===== config.mk =====
export PLATFORM = sky130hd
export DESIGN_NAME = mpq_cell
export DESIGN_NICKNAME = d
export VERILOG_FILES = /design/src/mpq_pkg.sv /design/src/mpq_cell.sv
export SDC_FILE = /design/constraint.sdc
export NUM_CORES = 1
export LEC_CHECK = 0
export ABC_AREA = 1
export ABC_CLOCK_PERIOD_IN_PS = 3200
export BUFFER_PORTS_ARGS = -buffer_cell sky130_fd_sc_hd__buf_2
export CAP_MARGIN = 30
export CORE_ASPECT_RATIO = 0.5
export CORE_UTILIZATION = 47
export CTS_BUF_LIST = sky130_fd_sc_hd__clkbuf_4 sky130_fd_sc_hd__clkbuf_8
export DETAILED_ROUTE_END_ITERATION = 7
export MAX_ROUTING_LAYER = met4
export PLACE_DENSITY = 0.84
export SETUP_SLACK_MARGIN = 0.2
export SKIP_LAST_GASP = 1
export SYNTH_ARGS = -nofsm -noshare
export SYNTH_HDL_FRONTEND = slang
export SYNTH_SLANG_ARGS = --single-unit

===== constraint.sdc =====
create_clock -name i_clk -period 3.2 [get_ports i_clk]
set_clock_uncertainty 0.1 [all_clocks]
set_input_delay 0.48 -clock i_clk [delete_from_list [all_inputs] [get_ports i_clk]]
set_output_delay 0.48 -clock i_clk [all_outputs]
set_load 0.01 [all_outputs]

===== src/mpq_pkg.sv =====
// Package for the min priority queue: word types, request and status codes, sizes.
`default_nettype none
package mpq_pkg;

    localparam int MPQ_DEPTH = 128;
    localparam int MPQ_VAL_W = 32;

    localparam logic [1:0] REQ_INSERT = 2'd0;
    localparam logic [1:0] REQ_DELETE = 2'd1;
    localparam logic [1:0] REQ_PEEK   = 2'd2;

    localparam logic [1:0] ST_OK    = 2'd0;
    localparam logic [1:0] ST_EMPTY = 2'd1;
    localparam logic [1:0] ST_FULL  = 2'd2;

    typedef struct packed {
        logic [1:0]                  req_type;
        logic signed [MPQ_VAL_W-1:0] item_value;
    } t_mpq_in;

    typedef struct packed {
        logic [1:0]                  status;
        logic signed [MPQ_VAL_W-1:0] min_value;
    } t_mpq_out;

    // Broadcast control to every cell of the chain.
    typedef struct packed {
        logic ins;
        logic del;
    } t_mpq_ctl;

endpackage
`default_nettype wire


===== src/mpq_cell.sv =====
// One cell of the sorted chain: holds a value, shifts right on insert, left on delete.
`default_nettype none
module mpq_cell (
    input  logic                                 i_clk,
    input  mpq_pkg::t_mpq_ctl                    i_ctl,
    input  logic signed [mpq_pkg::MPQ_VAL_W-1:0] i_item,
    input  logic                                 i_valid,
    input  logic                                 i_left_gt,
    input  logic signed [mpq_pkg::MPQ_VAL_W-1:0] i_left_value,
    input  logic signed [mpq_pkg::MPQ_VAL_W-1:0] i_right_value,
    output logic                                 o_gt,
    output logic signed [mpq_pkg::MPQ_VAL_W-1:0] o_value
);
    import mpq_pkg::*;

    logic signed [MPQ_VAL_W-1:0] r_value;
    logic signed [MPQ_VAL_W-1:0] n_value;

    // Empty cells act as +infinity so the new item lands after all live ones.
    assign o_gt    = !i_valid || (r_value > i_item);
    assign o_value = r_value;

    always_comb begin
        n_value = r_value;
        if (i_ctl.ins) begin
            if (o_gt) begin
                n_value = i_left_gt ? i_left_value : i_item;
            end
        end else if (i_ctl.del) begin
            n_value = i_right_value;
        end
    end

    always_ff @(posedge i_clk) begin
        r_value <= n_value;
    end

endmodule
`default_nettype wire


==> impl_summary.txt, run 1 <==
----------------------------------------------------
[Status]
  Outcome ... completed

[Logic synthesis]
  Post-synth EDFFs ... 32
  Net Count, Synth ... 457
  Total number of yosys warnings ... 0
  Top flip-flop cell by instance count after synthesis ... sky130_fd_sc_hd__edfxtp_1
  Post-synthesis async set-or-reset flop share ... 0%
  Share of synthesized area occupied by flip-flops and latches ... 38.7%
  Avg Synthesized Cell Area ... 7.66 um2
  Gate count of the mapped netlist ... 324
  Post-Synthesis Cell Area ... 2480 um2
  Number of different library cells in the post-synthesis netlist ... 20
  Area share of the largest cell type after synthesis ... 38.7%
  Flip-flop and latch count after synthesis ... 32
  Leading cell types by total area after synthesis ... sky130_fd_sc_hd__edfxtp_1, sky130_fd_sc_hd__ha_1, sky130_fd_sc_hd__nand2_1
  Cell accounting for the most synthesized area ... sky130_fd_sc_hd__edfxtp_1

[Pwr]
  Power per cell area ... 384 nW/um2
  Maximum VDD drop ... 0.179 mV
  Static power due to leakage ... 1.76 nW
  Total chip power ... 1.26 mW

[Place]
  Detailed placer's ending HPWL ... 5.02 mm
  Number of cells after detailed placement ... 518
  Placed cell areas ... 3210 um2
  Routability cong. ... 0.778
  Quantity of I/O buffers inserted on ports ... 133

[Layout]
  Number of filler cells placed in the layout ... 493
  Final cell count without fillers ... 526
  Flip-flop count of the largest register after layout ... 32
  Number of nets in the final layout ... 588
  Diode count ... 0
  Final Instance Area ... 3300 um2
  Syn-to-layout area delta ... 32.8%
  Fraction of layout instances using a drive strength above 1 ... 33.8%

[Setup path]
  Max Fanout on Critical Path ... 13
  Critical-path top delay cell ... sky130_fd_sc_hd__edfxtp_1
  R2R Path Start ... o_value[5]
  Crit end category ... flop
  Arrival time of the worst setup path ... 2.44 ns
  Critical Path, Cell by Cell ... ha_1 > a21oi_1 > nor2_1 > nor2_1 > nand2_1 > nand2_1 > nand2_1 > nand2_1 > nand2_1 > nand2_1 > nand3_2 > nand2_2 > nand2_1 > nand2_1 > buf_4
  Kind of start point of the critical path ... flop
  Worst reg-to-reg path cell count ... 15
  FF-to-FF End ... o_value[8]
  Most used cell along the critical path ... sky130_fd_sc_hd__nand2_1
  Required time at the worst-slack endpoint ... 3.08 ns
  Startpoint of the worst setup timing path ... o_value[5]
  Reg2Reg Setup Slack ... 0.64 ns
  Max stage delay on crit path ... 0.41 ns
  Category of the critical setup timing path ... reg2reg
  Capture point of the worst path ... o_value[8]

[Clock tree]
  CTS tree ... done
  Maximum level of the CTS H-tree ... 2
  Hold buffer count at cts ... 0
  Number of buffers on the longest clock path ... 2
  TritonCTS Buffers ... 5
  PostCTS Resize Cnt ... 0
  Clock sink count ... 32
  Clock latency reported for the late side of the worst-skew pair ... 0.28 ns
  CTS clock-pin slew for the worst setup and hold paths ... 0.06 ns
  Post-CTS setup buffer count ... 0
  Root buffer cell ... sky130_fd_sc_hd__clkbuf_8

[Route]
  DRT Wirelength ... 6.63 mm
  First-pass detailed-route iteration total ... 4
  Iteration-0 DRC Markers ... 93
  Number of design rule violations left after detail routing ... 0
  Vias post-DR ... 2,579
  Vias/cell ... 4.90
  Post-detailed-route wirelength per cell ... 12.6 um
  Post-route antenna net violation count ... 0

[STA]
  Final setup vio count ... 0
  Slew headroom ... 59.3%
  Number of pins exceeding their max-slew limit in the final report ... 0
  Portion of the clock cycle consumed by the worst path in the final layout ... 80.0%
  Slew of the pin with the lowest slew margin ... 0.609 ns
  Final Hold Vio Count ... 0
  Timing-limited maximum frequency ... 0.390 GHz
  Post-Route Setup TNS ... 0 ns
  Unrepaired setup endpoints after global routing ... no
  Minimum clock period after layout ... 2.56 ns

[Die]
  Initial Utilization ... 49.6%
  Horizontal extent of the die ... 105 um
  Area enclosed by the die boundary ... 5590 um2
  Top-level port count ... 134
  Y dimension of the die ... 53.4 um
  Row count ... 18
  Area of the core ... 5000 um2

[GRT]
  Global-route wire length before repair ... 10.4 mm
  Number of global-route vias before repair ... 2,365
  Maximum number of pins on one net before global-route repair ... 35
  Number of antenna violations at the first check in global routing ... 0
  Overall Global Routing Usage ... 25.1%
  Grt total ovfl ... 0

[Flow run]
  Max-cap violations ... 0

[Min path]
  Type of the most critical hold path ... in2reg

----------------------------------------------------
[kinds of logic after synthesis]
group	count (synthesis)	share of synthesized area (%)
and+or+nand+nor	122	19.7
buffers and inverters	55	8.47
DFF	32	38.7
adders and majority gates	32	16.1
AOI/OAI and AO/OA	83	17.0
[final cells by class]
type	count	area (um2)	area share (%)
clock inverters	1	3.75	0.114
inverters	43	161	4.90
flip-flops and latches	32	961	29.1
repair buffers	136	688	20.9
well taps	70	87.6	2.66
multi-input cells	237	1310	39.8
clock buffers	7	83.8	2.54
[synth_stat cells, types with 2 or more instances]
cell and count:
sky130_fd_sc_hd__inv_1 37, sky130_fd_sc_hd__o21ai_1 34, sky130_fd_sc_hd__nand2_1 73, sky130_fd_sc_hd__inv_2 5
sky130_fd_sc_hd__ha_1 32, sky130_fd_sc_hd__o21ai_0 32, sky130_fd_sc_hd__clkbuf_1 11, sky130_fd_sc_hd__a21oi_1 14
sky130_fd_sc_hd__nand3_1 2, sky130_fd_sc_hd__o21a_1 2, sky130_fd_sc_hd__nand2_2 2, sky130_fd_sc_hd__nor2_2 2
sky130_fd_sc_hd__nor2_1 40, sky130_fd_sc_hd__edfxtp_1 32
[cells in the final DEF (no fill, tap or decap), drive strengths merged]
| cell | netlist | layout |
|---|---|---|
| a21o | 1 | 1 |
| a21oi | 14 | 14 |
| buf | 0 | 136 |
| clkbuf | 12 | 7 |
| clkinv | 1 | 2 |
| edfxtp | 32 | 32 |
| ha | 32 | 32 |
| inv | 42 | 42 |
| nand2 | 75 | 75 |
| nand3 | 3 | 3 |
| nand4 | 2 | 2 |
| nor2 | 42 | 42 |
| o21a | 2 | 2 |
| o21ai | 66 | 66 |
[how the worst min path moves through the flow]
| stage | endpoint | cells past startpoint | slack (ns) | start |
|---|---|---|---|---|
| CTS | o_value[12] | 3 | 0.37 | i_right_value[12] |
| global placement | o_value[30] | 3 | 0.66 | i_right_value[30] |
| finish | o_value[12] | 3 | 0.38 | i_right_value[12] |
| floorplan | o_value[0] | 2 | 0.58 | i_right_value[0] |
| global route | o_value[12] | 3 | 0.39 | i_right_value[12] |
| detailed placement | o_value[12] | 3 | 0.67 | i_right_value[12] |
[report_power, final]
| group | switching [mW] | internal, mW | leakage, nW |
|---|---|---|---|
| clock network | 0.149 | 0.168 | 0.0467 |
| registers | 0.0255 | 0.526 | 0.318 |
| logic | 0.225 | 0.170 | 1.39 |
[worst max-delay path, delay by kind of cell (launching register included)]
| family | cells | cell delay, ns |
|---|---|---|
| AO/OA/AOI/OAI | 1 | 0.15 |
| flip-flops | 1 | 0.41 |
| AND/OR/NAND/NOR | 12 | 0.99 |
| adder cells (fa/ha/maj) | 1 | 0.31 |
| buffers and inverters | 1 | 0.30 |
[through the flow]
stage / hold WS, ns / utilization, % / setup WS, ns
2_1_floorplan: 0.578 / - / 0.426
3_5_place_dp: 0.667 / 64.2 / 0.438
4_1_cts: 0.374 / 65.9 / 0.643
6_report: 0.379 / 65.9 / 0.639
5_1_grt: 0.388 / 65.9 / 0.422
3_3_place_gp: 0.665 / 64.2 / 0.480
[routing by layer]
layer | wire [um] | part of all wire (%) | track usage, %
met1 | 3010 | 45 | 30.9
met2 | 3210 | 48 | 43.6
met3 | 346 | 5.2 | 4.19
met4 | 70 | 1.1 | 7.75
met5 | 0 | 0 | -
(Power assumes the default switching activity.)
==> inputs of run 2 (changes only) <==
--- a/config.mk
+++ b/config.mk
@@ -6,15 +6,15 @@
 export NUM_CORES = 1
 export LEC_CHECK = 0
 export ABC_AREA = 1
-export ABC_CLOCK_PERIOD_IN_PS = 3200
+export ABC_CLOCK_PERIOD_IN_PS = 2200
 export BUFFER_PORTS_ARGS = -buffer_cell sky130_fd_sc_hd__buf_2
 export CAP_MARGIN = 30
 export CORE_ASPECT_RATIO = 0.5
-export CORE_UTILIZATION = 47
+export CORE_UTILIZATION = 42
 export CTS_BUF_LIST = sky130_fd_sc_hd__clkbuf_4 sky130_fd_sc_hd__clkbuf_8
 export DETAILED_ROUTE_END_ITERATION = 7
 export MAX_ROUTING_LAYER = met4
-export PLACE_DENSITY = 0.84
+export PLACE_DENSITY = 0.79
 export SETUP_SLACK_MARGIN = 0.2
 export SKIP_LAST_GASP = 1
 export SYNTH_ARGS = -nofsm -noshare
==> constraint.sdc (replaced) <==
create_clock -name i_clk -period 2.2 [get_ports i_clk]
set_clock_uncertainty 0.1 [all_clocks]
set_input_delay 0.33 -clock i_clk [delete_from_list [all_inputs] [get_ports i_clk]]
set_output_delay 0.33 -clock i_clk [all_outputs]
set_load 0.01 [all_outputs]
==> impl_summary.txt, run 2 (synthesized netlist as in run 1, its figures left out) <==
----------------------------------------------------
[STA]
  Final setup vio count ... 33
  Post-Route Setup TNS ... -3.70 ns
  Unrepaired setup endpoints after global routing ... yes
  Worst setup margin ... -0.188 ns
  Slew headroom ... 56.2%
  Portion of the clock cycle consumed by the worst path in the final layout ... 109%
  Slew of the pin with the lowest slew margin ... 0.655 ns
  Worst-case hold slack ... 0.231 ns
  Final Hold Vio Count ... 0
  Minimum clock period after layout ... 2.39 ns
  Timing-limited maximum frequency ... 0.419 GHz
  Number of pins exceeding their max-slew limit in the final report ... 0

[Setup path]
  Capture point of the worst path ... o_value[22]
  Crit end category ... flop
  Category of the critical setup timing path ... reg2reg
  Critical-path top delay cell ... sky130_fd_sc_hd__edfxtp_1
  Required time at the worst-slack endpoint ... 2.08 ns
  Max Fanout on Critical Path ... 8
  R2R Path Start ... o_value[13]
  Critical Path, Cell by Cell ... ha_4 > a21oi_2 > o21ai_1 > a21oi_2 > nand2_1 > nand2_2 > nand2_1 > nand2_1 > nand3_2 > nand2_4 > buf_12 > nand2_8 > buf_12 > nand2_8
  Reg2Reg Setup Slack ... -0.19 ns
  Most used cell along the critical path ... sky130_fd_sc_hd__nand2_1
  Startpoint of the worst setup timing path ... o_value[13]
  Arrival time of the worst setup path ... 2.27 ns
  Max stage delay on crit path ... 0.44 ns
  Worst reg-to-reg path cell count ... 14
  FF-to-FF End ... o_value[22]
  Kind of start point of the critical path ... flop

[GRT]
  Global-route wire length before repair ... 11.8 mm
  Grt total ovfl ... 0
  Number of antenna violations at the first check in global routing ... 0
  Overall Global Routing Usage ... 24.4%
  Maximum number of pins on one net before global-route repair ... 34
  Number of global-route vias before repair ... 2,593

[Clock tree]
  CTS tree ... done
  Clock latency reported for the late side of the worst-skew pair ... 0.28 ns
  Root buffer cell ... sky130_fd_sc_hd__clkbuf_8
  TritonCTS Buffers ... 5
  Clock sink count ... 32
  Hold buffer count at cts ... 0
  Maximum level of the CTS H-tree ... 2
  CTS clock-pin slew for the worst setup and hold paths ... 0.07 ns
  Number of buffers on the longest clock path ... 2

[Die]
  Row count ... 19
  Area of the core ... 5590 um2
  Top-level port count ... 134
  Y dimension of the die ... 56.4 um
  Initial Utilization ... 44.4%
  Horizontal extent of the die ... 111 um
  Area enclosed by the die boundary ... 6240 um2

[Pwr]
  Sw frac ... 33.1%
  Maximum VDD drop ... 0.256 mV
  Clock share of power ... 20.9%
  Switching power total ... 0.664 mW
  Static power due to leakage ... 1.89 nW
  Power per cell area ... 533 nW/um2
  Combinational share of power ... 38.5%
  Cell internal pwr ... 1.34 mW
  Sequential cell fraction of total power ... 40.6%

[Place]
  Quantity of I/O buffers inserted on ports ... 133
  Detailed placer's ending HPWL ... 5.10 mm
  Placed cell areas ... 3340 um2
  Number of cells after detailed placement ... 531
  Routability cong. ... 0.782

[Route]
  Vias/cell ... 4.93
  Post-route antenna net violation count ... 0
  Iteration-0 DRC Markers ... 89
  Post-detailed-route wirelength per cell ... 13.2 um
  Number of design rule violations left after detail routing ... 0
  DRT Wirelength ... 7.30 mm
  First-pass detailed-route iteration total ... 4
  Vias post-DR ... 2,719

[Layout]
  Number of filler cells placed in the layout ... 489
  Number of nets in the final layout ... 611
  Most frequent cells in the layout ... sky130_fd_sc_hd__buf_2, sky130_fd_sc_hd__nand2_1, sky130_fd_sc_hd__nor2_1, sky130_fd_sc_hd__inv_1, sky130_fd_sc_hd__o21ai_1
  Leading cell type in the layout, fill and taps excluded ... sky130_fd_sc_hd__buf_2
  Final Instance Area ... 3760 um2
  Final cell count without fillers ... 551
  Syn-to-layout area delta ... 51.6%
  Diode count ... 0
  Flip-flop count of the largest register after layout ... 32
  Share of the core filled with cells ... 67.4%
  Fraction of layout instances using a drive strength above 1 ... 42.9%

[Status]
  Outcome ... finished, violations left
  Violated checks ... negative setup slack

[Min path]
  Type of the most critical hold path ... in2reg
  Startpoint of the tightest hold check path ... i_right_value[14]

[Flow run]
  Max-cap violations ... 0

----------------------------------------------------
run 2: cell types whose count changed in the layout (fill, tap and decap cells not counted), moves of 3 or more:
cell / previous run / this run
sky130_fd_sc_hd__nand2_1: 73 / 64
sky130_fd_sc_hd__ha_1: 32 / 20
sky130_fd_sc_hd__a21oi_2: 0 / 5
sky130_fd_sc_hd__nand2_8: 0 / 4
sky130_fd_sc_hd__ha_4: 0 / 12
sky130_fd_sc_hd__a21oi_1: 14 / 9
sky130_fd_sc_hd__nor2_1: 40 / 37
sky130_fd_sc_hd__buf_4: 3 / 21
sky130_fd_sc_hd__nand2_2: 2 / 8
run 2: metal layers:
layer	vias to the layer above	routed length, um	global-route usage [%]
li1	1387	-	-
met1	1245	3320	31.8
met2	78	3540	40.5
met3	9	375	4.10
met4	0	63	4.76
met5	-	0	-
run 2: critical path, delay by kind of cell (launching register included):
kind                       cells  cell delay (ns)
and+or+nand+nor                8             0.60
DFF                            1             0.44
AOI/OAI and AO/OA              3             0.39
adders and majority gates      1             0.28
buffers and inverters          2             0.26
run 2: final cells by class:
type	instances	area [um2]	area share [%]
multi-input combinational	240	1600	42.6
tap	73	91.3	2.43
timing repair buffer	156	870	23.1
inverter	43	161	4.29
clock buffer	5	68.8	1.83
clock inverter	2	7.51	0.199
sequential	32	961	25.5
run 2: what timing repair did:
item / CTS / global route
setup buffers: 6 / 4
setup endpoints to repair: 33 / 33
pin swaps: 9 / 8
gates resized for setup: 19 / 14
cloned: 3 / 0
run 2: through the flow:
stage               worst slack (ns)  power [mW]
floorplan                     0.0936        1.16
global placement              -0.142        1.42
detailed placement            -0.191        1.43
CTS                           -0.159        1.95
global route                  -0.298        2.14
finish                        -0.188        2.01
run 2: how the worst min path moves through the flow:
stage                              to  slack (ns)  cells past startpoint
after CTS                 o_value[14]        0.23                      3
final                     o_value[14]        0.23                      3
after floorplan            o_value[0]        0.43                      2
after global placement    o_value[17]        0.52                      3
after global routing      o_value[14]        0.24                      3
after detailed placement  o_value[14]        0.52                      3
run 2: power by group through the flow:
stage / Sequential [mW] / Clock, mW / Combinational, mW
final: 0.815 / 0.419 / 0.773
after detailed placement: 0.817 / 0 / 0.614
after CTS: 0.806 / 0.432 / 0.713
after global routing: 0.823 / 0.455 / 0.858
after floorplan: 0.847 / 0 / 0.312
after global placement: 0.813 / 0 / 0.606
==> inputs of run 3 (changes only) <==
--- a/config.mk
+++ b/config.mk
@@ -20,3 +20,4 @@
 export SYNTH_ARGS = -nofsm -noshare
 export SYNTH_HDL_FRONTEND = slang
 export SYNTH_SLANG_ARGS = --single-unit
+export TNS_END_PERCENT = 10
==> impl_summary.txt, run 3 (synthesized netlist as in run 1, its figures left out) <==
----------------------------------------------------
[Status]
  Outcome ... finished, violations left
  Violated checks ... negative setup slack

[Die]
  Horizontal extent of the die ... 111 um
  Top-level port count ... 134
  Area of the core ... 5590 um2
  Row count ... 19
  Initial Utilization ... 44.4%
  Y dimension of the die ... 56.4 um
  Area enclosed by the die boundary ... 6240 um2

[Pwr]
  Clock share of power ... 21.2%
  Sequential cell fraction of total power ... 40.9%
  Static power due to leakage ... 1.88 nW
  Sw frac ... 33.1%
  Maximum VDD drop ... 0.246 mV
  Switching power total ... 0.659 mW
  Cell internal pwr ... 1.33 mW
  Combinational share of power ... 37.9%
  Total chip power ... 1.99 mW
  Power per cell area ... 534 nW/um2

[Clock tree]
  Number of buffers on the longest clock path ... 2
  CTS clock-pin slew for the worst setup and hold paths ... 0.07 ns
  Maximum level of the CTS H-tree ... 2
  TritonCTS Buffers ... 5
  CTS tree ... done
  Clock latency reported for the late side of the worst-skew pair ... 0.28 ns
  Hold buffer count at cts ... 0
  Clock sink count ... 32
  Root buffer cell ... sky130_fd_sc_hd__clkbuf_8

[STA]
  Slew of the pin with the lowest slew margin ... 0.584 ns
  Post-Route Setup TNS ... -2.67 ns
  Portion of the clock cycle consumed by the worst path in the final layout ... 108%
  Unrepaired setup endpoints after global routing ... yes
  Timing-limited maximum frequency ... 0.423 GHz
  Worst setup margin ... -0.166 ns
  Final setup vio count ... 33
  Number of pins exceeding their max-slew limit in the final report ... 0
  Minimum clock period after layout ... 2.37 ns
  Slew headroom ... 61.0%
  Final Hold Vio Count ... 0

[Layout]
  Leading cell type in the layout, fill and taps excluded ... sky130_fd_sc_hd__buf_2
  Number of filler cells placed in the layout ... 500
  Diode count ... 0
  Syn-to-layout area delta ... 50.0%
  Share of the core filled with cells ... 66.7%
  Number of nets in the final layout ... 609
  Area of the multi-input gates ... 1590 um2
  Final Instance Area ... 3720 um2
  Flip-flop count of the largest register after layout ... 32
  Area taken by flip-flops and latches ... 961 um2
  Fraction of layout instances using a drive strength above 1 ... 42.2%
  Most frequent cells in the layout ... sky130_fd_sc_hd__buf_2, sky130_fd_sc_hd__nand2_1, sky130_fd_sc_hd__inv_1, sky130_fd_sc_hd__nor2_1, sky130_fd_sc_hd__o21ai_1

[Route]
  DRT Wirelength ... 7.17 mm
  Number of design rule violations left after detail routing ... 0
  First-pass detailed-route iteration total ... 4
  Post-detailed-route wirelength per cell ... 13.1 um
  Vias post-DR ... 2,702
  Post-route antenna net violation count ... 0
  Iteration-0 DRC Markers ... 109
  Vias/cell ... 4.92

[Setup path]
  Worst reg-to-reg path cell count ... 12
  FF-to-FF End ... o_value[11]
  Kind of start point of the critical path ... flop
  Required time at the worst-slack endpoint ... 1.77 ns
  Crit end category ... primary output
  Max Fanout on Critical Path ... 2
  Arrival time of the worst setup path ... 1.94 ns
  Category of the critical setup timing path ... reg2out
  R2R Path Start ... o_value[22]
  Reg2Reg Setup Slack ... -0.10 ns

[Min path]
  Startpoint of the tightest hold check path ... i_right_value[14]
  Hold-critical path depth ... 3
  Type of the most critical hold path ... in2reg
  Min-Delay Endpoint ... o_value[14]

[Place]
  Detailed placer's ending HPWL ... 5.10 mm
  Routability cong. ... 0.782
  Placed cell areas ... 3340 um2
  Quantity of I/O buffers inserted on ports ... 133

[GRT]
  Number of antenna violations at the first check in global routing ... 0
  Global-route wire length before repair ... 11.5 mm
  Overall Global Routing Usage ... 23.8%
  Maximum number of pins on one net before global-route repair ... 34
  Grt total ovfl ... 0
  Number of global-route vias before repair ... 2,524

[Flow run]
  Max-cap violations ... 0

----------------------------------------------------
run 3: cell types whose count changed in the layout (fill, tap and decap cells not counted):
| cell | previous run | this run |
|---|---|---|
| sky130_fd_sc_hd__inv_1 | 36 | 37 |
| sky130_fd_sc_hd__nand2_8 | 4 | 3 |
| sky130_fd_sc_hd__nand2_4 | 2 | 3 |
| sky130_fd_sc_hd__buf_4 | 21 | 20 |
| sky130_fd_sc_hd__a21oi_1 | 9 | 10 |
| sky130_fd_sc_hd__a21oi_2 | 5 | 4 |
| sky130_fd_sc_hd__inv_2 | 6 | 5 |
| sky130_fd_sc_hd__buf_12 | 2 | 1 |
run 3: critical path, stage by stage (launching register included):
cell	delay, ns
sky130_fd_sc_hd__edfxtp_1	0.41
sky130_fd_sc_hd__ha_1	0.31
sky130_fd_sc_hd__nand2_2	0.07
sky130_fd_sc_hd__nor2_4	0.11
sky130_fd_sc_hd__nand4_2	0.12
sky130_fd_sc_hd__nor2_2	0.17
sky130_fd_sc_hd__nand2_2	0.07
sky130_fd_sc_hd__nand3_1	0.09
sky130_fd_sc_hd__nand3_2	0.10
sky130_fd_sc_hd__nand2_4	0.10
sky130_fd_sc_hd__buf_6	0.10
run 3: layout make-up:
type	instances	area share, %
well taps	73	2.45
clock inverters	2	0.202
clock buffers	5	1.85
repair buffers	154	22.6
flip-flops and latches	32	25.8
multi-input cells	240	42.7
inverters	43	4.33
run 3: power by group through the flow:
stage | clock (mW) | combinational [mW] | sequential, mW
detailed placement | 0 | 0.614 | 0.817
finish | 0.422 | 0.753 | 0.814
CTS | 0.432 | 0.692 | 0.807
global route | 0.455 | 0.838 | 0.823
floorplan | 0 | 0.312 | 0.847
global placement | 0 | 0.606 | 0.813
run 3: worst max-delay path by stage:
stage	from	end	slack, ns	cells past startpoint
floorplan	o_value[23]	o_value[0]	0.09	11
global route	o_value[1]	o_gt	-0.29	15
detailed placement	i_item[15]	o_value[20]	-0.19	14
global placement	i_item[13]	o_value[13]	-0.14	14
finish	o_value[22]	o_gt	-0.17	10
CTS	o_value[23]	o_gt	-0.16	10
run 3: metal layers:
layer	global-route usage, %	up-vias	part of all wire, %
li1	-	1382	-
met1	31.8	1231	47
met2	38.1	78	47
met3	4.43	11	4.8
met4	4.76	0	1.2
met5	-	-	0
run 3: repair_timing:
item	4_1_cts	5_1_grt
setup buffers	5	3
gates resized for setup	17	13
setup endpoints to repair	33	33
pin swaps	9	8
gates cloned	2	1
run 3: metrics by stage:
step                      hold slack (ns)  setup slack, ns  instances
after floorplan                     0.428           0.0936        324
after global placement              0.519           -0.142        531
after detailed placement            0.520           -0.191        531
after CTS                           0.226           -0.159        545
after global routing                0.238           -0.290        549
final                               0.231           -0.166        549
